### src/design/bhpq_pkg.sv
// Shared types and constants for the binary min-heap priority queue.
`timescale 1ns / 1ps
`default_nettype none

package bhpq_pkg;

  localparam int PRIO_W = 16;
  localparam int FILL_W = 7;

  // Request kinds.
  localparam logic REQ_INSERT  = 1'b0;
  localparam logic REQ_EXTRACT = 1'b1;

  // Result status codes.
  localparam logic [1:0] ST_INSERTED  = 2'd0;
  localparam logic [1:0] ST_EXTRACTED = 2'd1;
  localparam logic [1:0] ST_FULL      = 2'd2;
  localparam logic [1:0] ST_EMPTY     = 2'd3;

  typedef struct packed {
    logic              req_type;
    logic [PRIO_W-1:0] priority_req;
  } in_req_t;

  typedef struct packed {
    logic [1:0]        status;
    logic [PRIO_W-1:0] min_value;
    logic [FILL_W-1:0] fill_level;
  } out_result_t;

  // Contents of one storage cell as seen by its neighbours.
  typedef struct packed {
    logic              valid;
    logic [PRIO_W-1:0] value;
  } slot_t;

  // Operation broadcast to every cell in the row.
  typedef struct packed {
    logic              ins;
    logic              ext;
    logic [PRIO_W-1:0] value;
  } cell_cmd_t;

endpackage

`default_nettype wire

### src/design/binary_min_heap_priority_queue_top.sv
// Top level of the min-priority queue: a sorted row of cells and the result register.
// The result strobe comes in the cycle after the request is accepted; no new request
// is taken while the result is shown. Every cell updates in the accept cycle
// and busy stays high for the single cycle in which the result is shown.
// The receiver cannot stall; each result is shown for exactly one cycle.
// Reset (synchronous, active low) empties the queue and clears busy and the strobe.
`timescale 1ns / 1ps
`default_nettype none

module binary_min_heap_priority_queue_top
  import bhpq_pkg::*;
#(
  parameter int CAPACITY = 64
) (
  input  wire logic    clk,
  input  wire logic    rst_n,
  input  wire logic    start,
  output logic         busy,
  input  wire in_req_t in_req,
  output logic         out_strobe,
  output out_result_t  out_result
);

  localparam int CNT_W = $clog2(CAPACITY + 1);

  logic [CNT_W-1:0] count_r;
  logic [CNT_W-1:0] count_nxt;
  logic             busy_r;
  logic             strobe_r;
  out_result_t      result_r;
  out_result_t      result_nxt;

  logic      accept;
  logic      full;
  logic      empty;
  cell_cmd_t cmd;

  slot_t                slots [CAPACITY];
  logic  [CAPACITY-1:0] lts;
  logic  [CAPACITY-1:0] valid_vec;

  assign accept = start && !busy_r;
  assign full   = (count_r == CNT_W'(CAPACITY));
  assign empty  = (count_r == '0);

  assign cmd.ins   = accept && (in_req.req_type == REQ_INSERT) && !full;
  assign cmd.ext   = accept && (in_req.req_type == REQ_EXTRACT) && !empty;
  assign cmd.value = in_req.priority_req;

  for (genvar i = 0; i < CAPACITY; i++) begin : g_cell
    slot_t left_slot;
    logic  left_lt;
    slot_t right_slot;

    if (i == 0) begin : g_head
      assign left_slot = '0;
      assign left_lt   = 1'b0;
    end else begin : g_body
      assign left_slot = slots[i-1];
      assign left_lt   = lts[i-1];
    end

    if (i == CAPACITY - 1) begin : g_tail
      assign right_slot = '0;
    end else begin : g_inner
      assign right_slot = slots[i+1];
    end

    bhpq_cell u_cell (
      .clk        (clk),
      .rst_n      (rst_n),
      .cmd        (cmd),
      .left_slot  (left_slot),
      .left_lt    (left_lt),
      .right_slot (right_slot),
      .slot       (slots[i]),
      .lt         (lts[i])
    );

    assign valid_vec[i] = slots[i].valid;
  end

  always_comb begin
    count_nxt             = count_r;
    result_nxt.status     = ST_INSERTED;
    result_nxt.min_value  = '0;
    if (in_req.req_type == REQ_INSERT) begin
      if (full) begin
        result_nxt.status = ST_FULL;
      end else begin
        count_nxt = count_r + 1'b1;
      end
    end else begin
      if (empty) begin
        result_nxt.status = ST_EMPTY;
      end else begin
        result_nxt.status    = ST_EXTRACTED;
        result_nxt.min_value = slots[0].value;
        count_nxt            = count_r - 1'b1;
      end
    end
    result_nxt.fill_level = FILL_W'(count_nxt);
  end

  always_ff @(posedge clk) begin
    if (!rst_n) begin
      count_r  <= '0;
      busy_r   <= 1'b0;
      strobe_r <= 1'b0;
    end else begin
      busy_r   <= accept;
      strobe_r <= accept;
      if (accept) begin
        count_r <= count_nxt;
      end
    end
  end

  always_ff @(posedge clk) begin
    if (accept) begin
      result_r <= result_nxt;
    end
  end

  assign busy       = busy_r;
  assign out_strobe = strobe_r;
  assign out_result = result_r;

`ifndef SYNTHESIS
  // Every accepted request yields its result in the very next cycle.
  a_result_follows: assert property (@(posedge clk) disable iff (!rst_n)
    accept |=> strobe_r)
    else $error("result strobe missing after an accepted request");

  // The occupied cells always match the job count.
  a_count_matches: assert property (@(posedge clk) disable iff (!rst_n)
    $countones(valid_vec) == int'(count_r))
    else $error("job count disagrees with occupied cells");

  // If any cell behind the head is occupied, the head cell is occupied too.
  a_contiguous: assert property (@(posedge clk) disable iff (!rst_n)
    valid_vec[CAPACITY-1:1] != '0 |-> valid_vec[0])
    else $error("hole at the head of the cell row");

  // The head cell holds a value no larger than that of the second cell.
  a_head_sorted: assert property (@(posedge clk) disable iff (!rst_n)
    (slots[0].valid && slots[1].valid) |-> (slots[0].value <= slots[1].value))
    else $error("head cell is not the minimum");
`endif

endmodule

`default_nettype wire

### src/design/bhpq_cell.sv
// One cell of the sorted row: holds a single priority and its valid flag.
`timescale 1ns / 1ps
`default_nettype none

module bhpq_cell
  import bhpq_pkg::*;
(
  input  wire logic      clk,
  input  wire logic      rst_n,
  input  wire cell_cmd_t cmd,
  input  wire slot_t     left_slot,
  input  wire logic      left_lt,
  input  wire slot_t     right_slot,
  output slot_t          slot,
  output logic           lt
);

  logic              valid_r;
  logic              valid_nxt;
  logic [PRIO_W-1:0] value_r;
  logic [PRIO_W-1:0] value_nxt;

  // An empty cell counts as holding infinity, so any new value sorts ahead of it.
  assign lt = !valid_r || (cmd.value < value_r);

  assign slot.valid = valid_r;
  assign slot.value = value_r;

  always_comb begin
    valid_nxt = valid_r;
    value_nxt = value_r;
    if (cmd.ins && lt) begin
      // The new value lands in the first cell that is empty or holds a larger one;
      // every cell behind it takes its left neighbour's contents.
      if (left_lt) begin
        valid_nxt = left_slot.valid;
        value_nxt = left_slot.value;
      end else begin
        valid_nxt = 1'b1;
        value_nxt = cmd.value;
      end
    end else if (cmd.ext) begin
      valid_nxt = right_slot.valid;
      value_nxt = right_slot.value;
    end
  end

  always_ff @(posedge clk) begin
    if (!rst_n) begin
      valid_r <= 1'b0;
    end else begin
      valid_r <= valid_nxt;
    end
  end

  always_ff @(posedge clk) begin
    value_r <= value_nxt;
  end

endmodule

`default_nettype wire
### config.mk
export PLATFORM = sky130hd
export DESIGN_NAME = binary_min_heap_priority_queue_top
export DESIGN_NICKNAME = d
export VERILOG_FILES = /design/src/design/bhpq_pkg.sv /design/src/design/binary_min_heap_priority_queue_top.sv /design/src/design/bhpq_cell.sv
export SDC_FILE = /design/constraint.sdc
export NUM_CORES = 2
export LEC_CHECK = 0
export ABC_AREA = 1
export BUFFER_PORTS_ARGS = -buffer_cell sky130_fd_sc_hd__buf_2
export CAP_MARGIN = 10
export CORE_UTILIZATION = 40
export DETAILED_ROUTE_END_ITERATION = 6
export SLEW_MARGIN = 20
export SYNTH_ARGS = -nofsm -noshare
export SYNTH_HDL_FRONTEND = slang
export SYNTH_HIERARCHICAL = 1
export SYNTH_SLANG_ARGS = --single-unit
### constraint.sdc
create_clock -name clk -period 22.1 [get_ports clk]
set_input_delay 4.42 -clock clk [delete_from_list [all_inputs] [get_ports clk]]
set_output_delay 4.42 -clock clk [all_outputs]
set_load 0.02 [all_outputs]
Word-level counts from Yosys, hierarchy flattened

Index checks and enable logic that the tools add are counted.
W data, S select, Z words.

Flip-flop bits (word level): 1121
Input port bits: 20
Word-level logic and storage cells: 855
Output and inout port bits: 27

$add $sub $neg: 2
Reductions and logical operators: 266
Magnitude comparators: 64
Eq/ne operators: 1
Multiplexer cells: 388
Bitwise logic cells: 1

Operators by type and width:

| kind                  | count |
|---|---|
| $mux W16              | 191 |
| $lt A16 B16 Y1        | 64 |
| $mux W1               | 191 |
| $reduce_bool A2 Y1    | 64 |
| $logic_and A1 B1 Y1   | 69 |
| $logic_not A1 Y1      | 67 |
| $logic_or A1 B1 Y1    | 64 |
| $mux W7               | 3 |
| $add A7 B1 Y7 const B | 1 |
| $eq A7 B7 Y1 const B  | 1 |
| $logic_not A7 Y1      | 1 |
| $sub A7 B1 Y7 const B | 1 |
| $mux W2               | 3 |
| $reduce_or A2 Y1      | 1 |
| $not A1 Y1            | 1 |

Depth between registers and ports, before layout

Depth in word-level cells: 6
Gate-level depth with buffers: 18
Gate-level depth less buffers: 16

Modules after synthesis

The synthesis kept the hierarchy.

Modules (own cells, without submodules):

| module                             | seq. area each (um2) | instances | cells an instance | area an instance (um2) |
|---|---|---|---|---|
| bhpq_cell (g_cell[0].u_cell ...)   | 500.5                | 61        | 168               | 1376.3 |
| bhpq_cell (g_cell[7].u_cell ...)   | 500.5                | 3         | 166               | 1367.6 |
| binary_min_heap_priority_queue_top | 910.9                | 1         | 181               | 1596.5 |

Worst setup path after synthesis

OpenSTA, ideal clock, no wires.

Kind: input port to flip-flop
From: input start
To: register g_cell[0].u_cell.value_r[0] (enable)
Setup time: 0.373 ns
Arrival time: 10.427 ns
Slack: 11.300 ns
Path buffers: 0
Stages: 6
Required time: 21.727 ns
Cell sequence: inv_1 nor2_2 clkinv_1 nor2_1 inv_1 nand2_1

RTL lines:

| element              | RTL line                                 | RTL |
|---|---|---|
| from (decl)          | binary_min_heap_priority_queue_top.sv:17 | `input wire logic start,` |
| to (signal assigned) | bhpq_cell.sv:57                          | `value_r <= value_nxt;` |
| to (decl)            | bhpq_cell.sv:20                          | `logic [PRIO_W-1:0] value_r;` |

Worst setup path after layout

From: input in_req[4] (netlist name)
To: register g_cell[0].u_cell.value_r[12] (enable)

Longest elaborated chain between the ends: 4

RTL lines:

| element                             | RTL line                                 | RTL |
|---|---|---|
| from (decl)                         | binary_min_heap_priority_queue_top.sv:19 | `input wire in_req_t in_req,` |
| $lt A16 B16 Y1                      | bhpq_cell.sv:24                          | `assign lt = !valid_r \|\| (cmd.value < value_r);` |
| $logic_or A1 B1 Y1                  | bhpq_cell.sv:24                          |  |
| via g_cell[1].left_lt               | binary_min_heap_priority_queue_top.sv:52 | `logic left_lt;` |
| $logic_and A1 B1 Y1                 | bhpq_cell.sv:32                          | `if (cmd.ins && lt) begin` |
| $reduce_bool A2 Y1 (no source line) | n/a                                      |  |

The timed path passes the listed nets, and every way through them passes these cells.
A chain may end at the register's enable or synchronous reset.

==> results.md <==
* Pwr dens at 73.9 mW/mm^2
* Worst setup path class: in -> reg
* Area leader, netlist: edfxtp_1
* DR pass1 iterations at 6
* #FFs+latches synth at 1121
* Most common cell after layout, fill and taps aside: nand2_1
* Layout cell share with drive strength beyond 1 at 15.1%
* Horiz. Die Dim at 475 um
* Flop pwr share at 42.3%
* Post-DR vias/cell at 5.38
* Total GRT Usage at 23.3%
* Layout net count at 11.7k
* First-pass GRT wire length at 416 mm
* CP delay by family, top: buffers and inverters
* Mean area per synthesized cell at 8.20 um^2
* DRT antenna net count at 0
* Min cycle time layout at 8.20 ns
* Skew final at 0.0287 ns
* Part of the power in combinational logic at 24.0%
* Worst EP required at 22.52 ns
* Largest net degree at the start of global routing at 81
* Initial Utilization at 40.3%
* Yosys warnings at 6
* Area share of the largest cell type after synthesis at 35.1%
* Fin Hold WS at 0.533 ns
* Leakage at 47.6 nW
* Max_cap viols at 0
* H-tree Lvls at 4
* Worst setup startpoint: in_req[4]
* Post-DP HPWL at 188 mm
* Maximum vdd drop at 0.0863 mV
* Synth-to-Final Area Change at 5.31%
* Hold Crit Start: g_cell[63].u_cell/valid_r$_SDFFE_PN0P_
* CP max FO at 50
* Hold buffers post-CTS at 0
* Seq/Total Area, Yosys at 36.7%
* CP Launch Type: input port
* CTS tree: built
* Syn Inst Count at 10.9k
* Starting DRT DRC Count at 6742
* Clock share of power at 33.7%
* Synth area leaders: edfxtp_1, nand2_1, ha_1, o211ai_1, or2_2
* Vias in the first global route at 73.3k
* Port bufs at 46
* Routed len/inst at 19.4 um
* Worst-Skew Late Latency at 0.81 ns
* Antenna violations before repair at 4
* Period utilization at 37.1%
* Hold Path Class: reg -> reg
* Most frequent CP cell: nand2_1
* FP Rows at 173
* Clk slew on worst S/H paths at 0.06 ns
* WL final at 268 mm
* Sw power at 2.29 mW
* Mapped Area at 0.0897 mm^2
* I/O pins at 47
* CP max stage delay at 0.81 ns
* Global route overflow at 0
* Fmax at 0.122 GHz
* Final setup violation count at 0
* CTS Buf Count at 141
* Root Driver: clkbuf_16
* Setup_tns at 0 ns
* Core ar. at 0.223 mm^2
* Die height at 475 um
* Internal power at 4.68 mW
* CP Buf/Inv Count at 3
* Most frequent cells in the layout: nand2_1, inv_1, edfxtp_1
* Rel. slew slack at 24.0%
* CTS Buffer Depth at 3
* DP Worst Slack at 13.20 ns
* Slowest CP cell: buf_4
* Worst-Margin Slew at 1.14 ns
* Min setup slack post-route at 13.90 ns
* Final Slew Violations at 0
* GPL Wtd Cong at 0.915
* Switching share of power at 32.9%
* Final hold violations at 0
* Post_cts resized at 0
* Yosys cell types at 31
* Clock sinks at 1121
* CP Cell Sequence: buf_6 > buf_4 > buf_4 > ha_1 > nand2_1 > nor2_1 > nand2_1 > nand2_1 > nand2_1 > nand2_1 > nand2_2 > nand2_2 > nand2_1
* Ant diodes at 0
* R2r startpoint: count_r[0]$_SDFFE_PN0N_
* WP data arrival at 8.61 ns
* Outcome: finished clean
* Die area at 0.226 mm^2
* Worst reg2reg setup slack at 17.42 ns
* Vias at 74.4k
* CP endpoint kind: register
* Residual DRC at 0
* Postcts setup bufs at 0
* Unrepaired setup endpoints after global routing: false
==> per-layer routing <==
metal | vias to the layer above | wire length (um) | GRT usage (%)
li1 | 35700 | - | -
met1 | 35500 | 121000 | 32.6
met2 | 2642 | 121000 | 37.2
met3 | 460 | 20100 | 3.28
met4 | 4 | 6450 | 6.37
met5 | - | 23 | 0
==> final cells by class <==
class,instances,area [um^2]
clock inverter,58,546
inverter,1635,6140
sequential,1121,32900
timing repair buffer,83,647
multi-input combinational,7753,46400
fill,22300,128000
clock buffer,203,4070
tap,2975,3720
==> stage by stage <==
| step | cells | cell area (um^2) | util (%) | total power [mW] |
|---|---|---|---|---|
| finish | 13800 | 94400 | 42.4 | 6.97 |
| global route | 13800 | 94400 | 42.4 | 7.34 |
| CTS | 13800 | 94400 | 42.4 | 7.00 |
| detailed placement | 13600 | 89800 | 40.4 | 4.64 |
| global placement | 13600 | 89800 | 40.4 | 4.57 |
| floorplan | 11000 | 89800 | - | 4.13 |
==> cells by family after synthesis <==
kind of cell               synth area share (%)
adders and majority gates                  13.4
and+or+nand+nor                            25.5
buffers and inverters                      11.7
other                                   0.00418
AOI/OAI and AO/OA                          12.6
DFF                                        36.7
xor gates and xnor gates                0.00977
==> Yosys cell counts <==
cell	number
nand3_1	207
conb_1	1
clkbuf_2	64
o21a_1	3
o211ai_2	64
nor2_1	217
nor3_2	125
nand4_1	3
dfxtp_1	72
buf_6	131
buf_8	64
xor2_1	1
o211ai_1	961
a21oi_1	523
clkbuf_8	64
or2_2	960
nor2_2	3
clkinv_1	1
clkbuf_1	64
edfxtp_1	1049
nor2_4	2
buf_4	65
nand2_1	3420
and3_1	1
o21ai_1	3
o21ai_0	131
nand2_2	131
nor3_1	1
inv_2	66
inv_1	1568
ha_1	962
==> worst reg2reg max path, cell delays in order, from the launching register on <==
cell     delay (ns)
dfxtp_1        0.42
inv_1          0.16
ha_1           0.28
nand2_1        0.08
nor2_1         0.07
nand2_1        0.12
and3_4         0.39
buf_4          0.78
buf_4          0.78
nand2_2        0.48
nand2_1        0.74
==> final timing paths <==
check / cells past startpoint / endpoint
setup reg to reg: 10 / g_cell[28].u_cell/value_r[15]$_DFFE_PP_
hold / removal: 2 / g_cell[63].u_cell/valid_r$_SDFFE_PN0P_
setup / recovery: 13 / g_cell[0].u_cell/value_r[12]$_DFFE_PP_
hold reg to reg: 2 / g_cell[63].u_cell/valid_r$_SDFFE_PN0P_
==> power by group through the flow <==
stage	combinational [mW]	sequential, mW	clock, mW
after floorplan	1.31	2.83	0
after global placement	1.58	2.99	0
after detailed placement	1.65	2.99	0
after CTS	1.66	2.95	2.39
after global routing	1.90	2.97	2.47
final	1.67	2.95	2.35
==> sequential cells by signal (all words and copies together), names as in the netlist <==
name / count
count_r: 7
g_cell.u_cell/valid_r: 64
g_cell.u_cell/value_r: 1024
out_result: 25
out_strobe: 1
(Power assumes the default switching activity.)
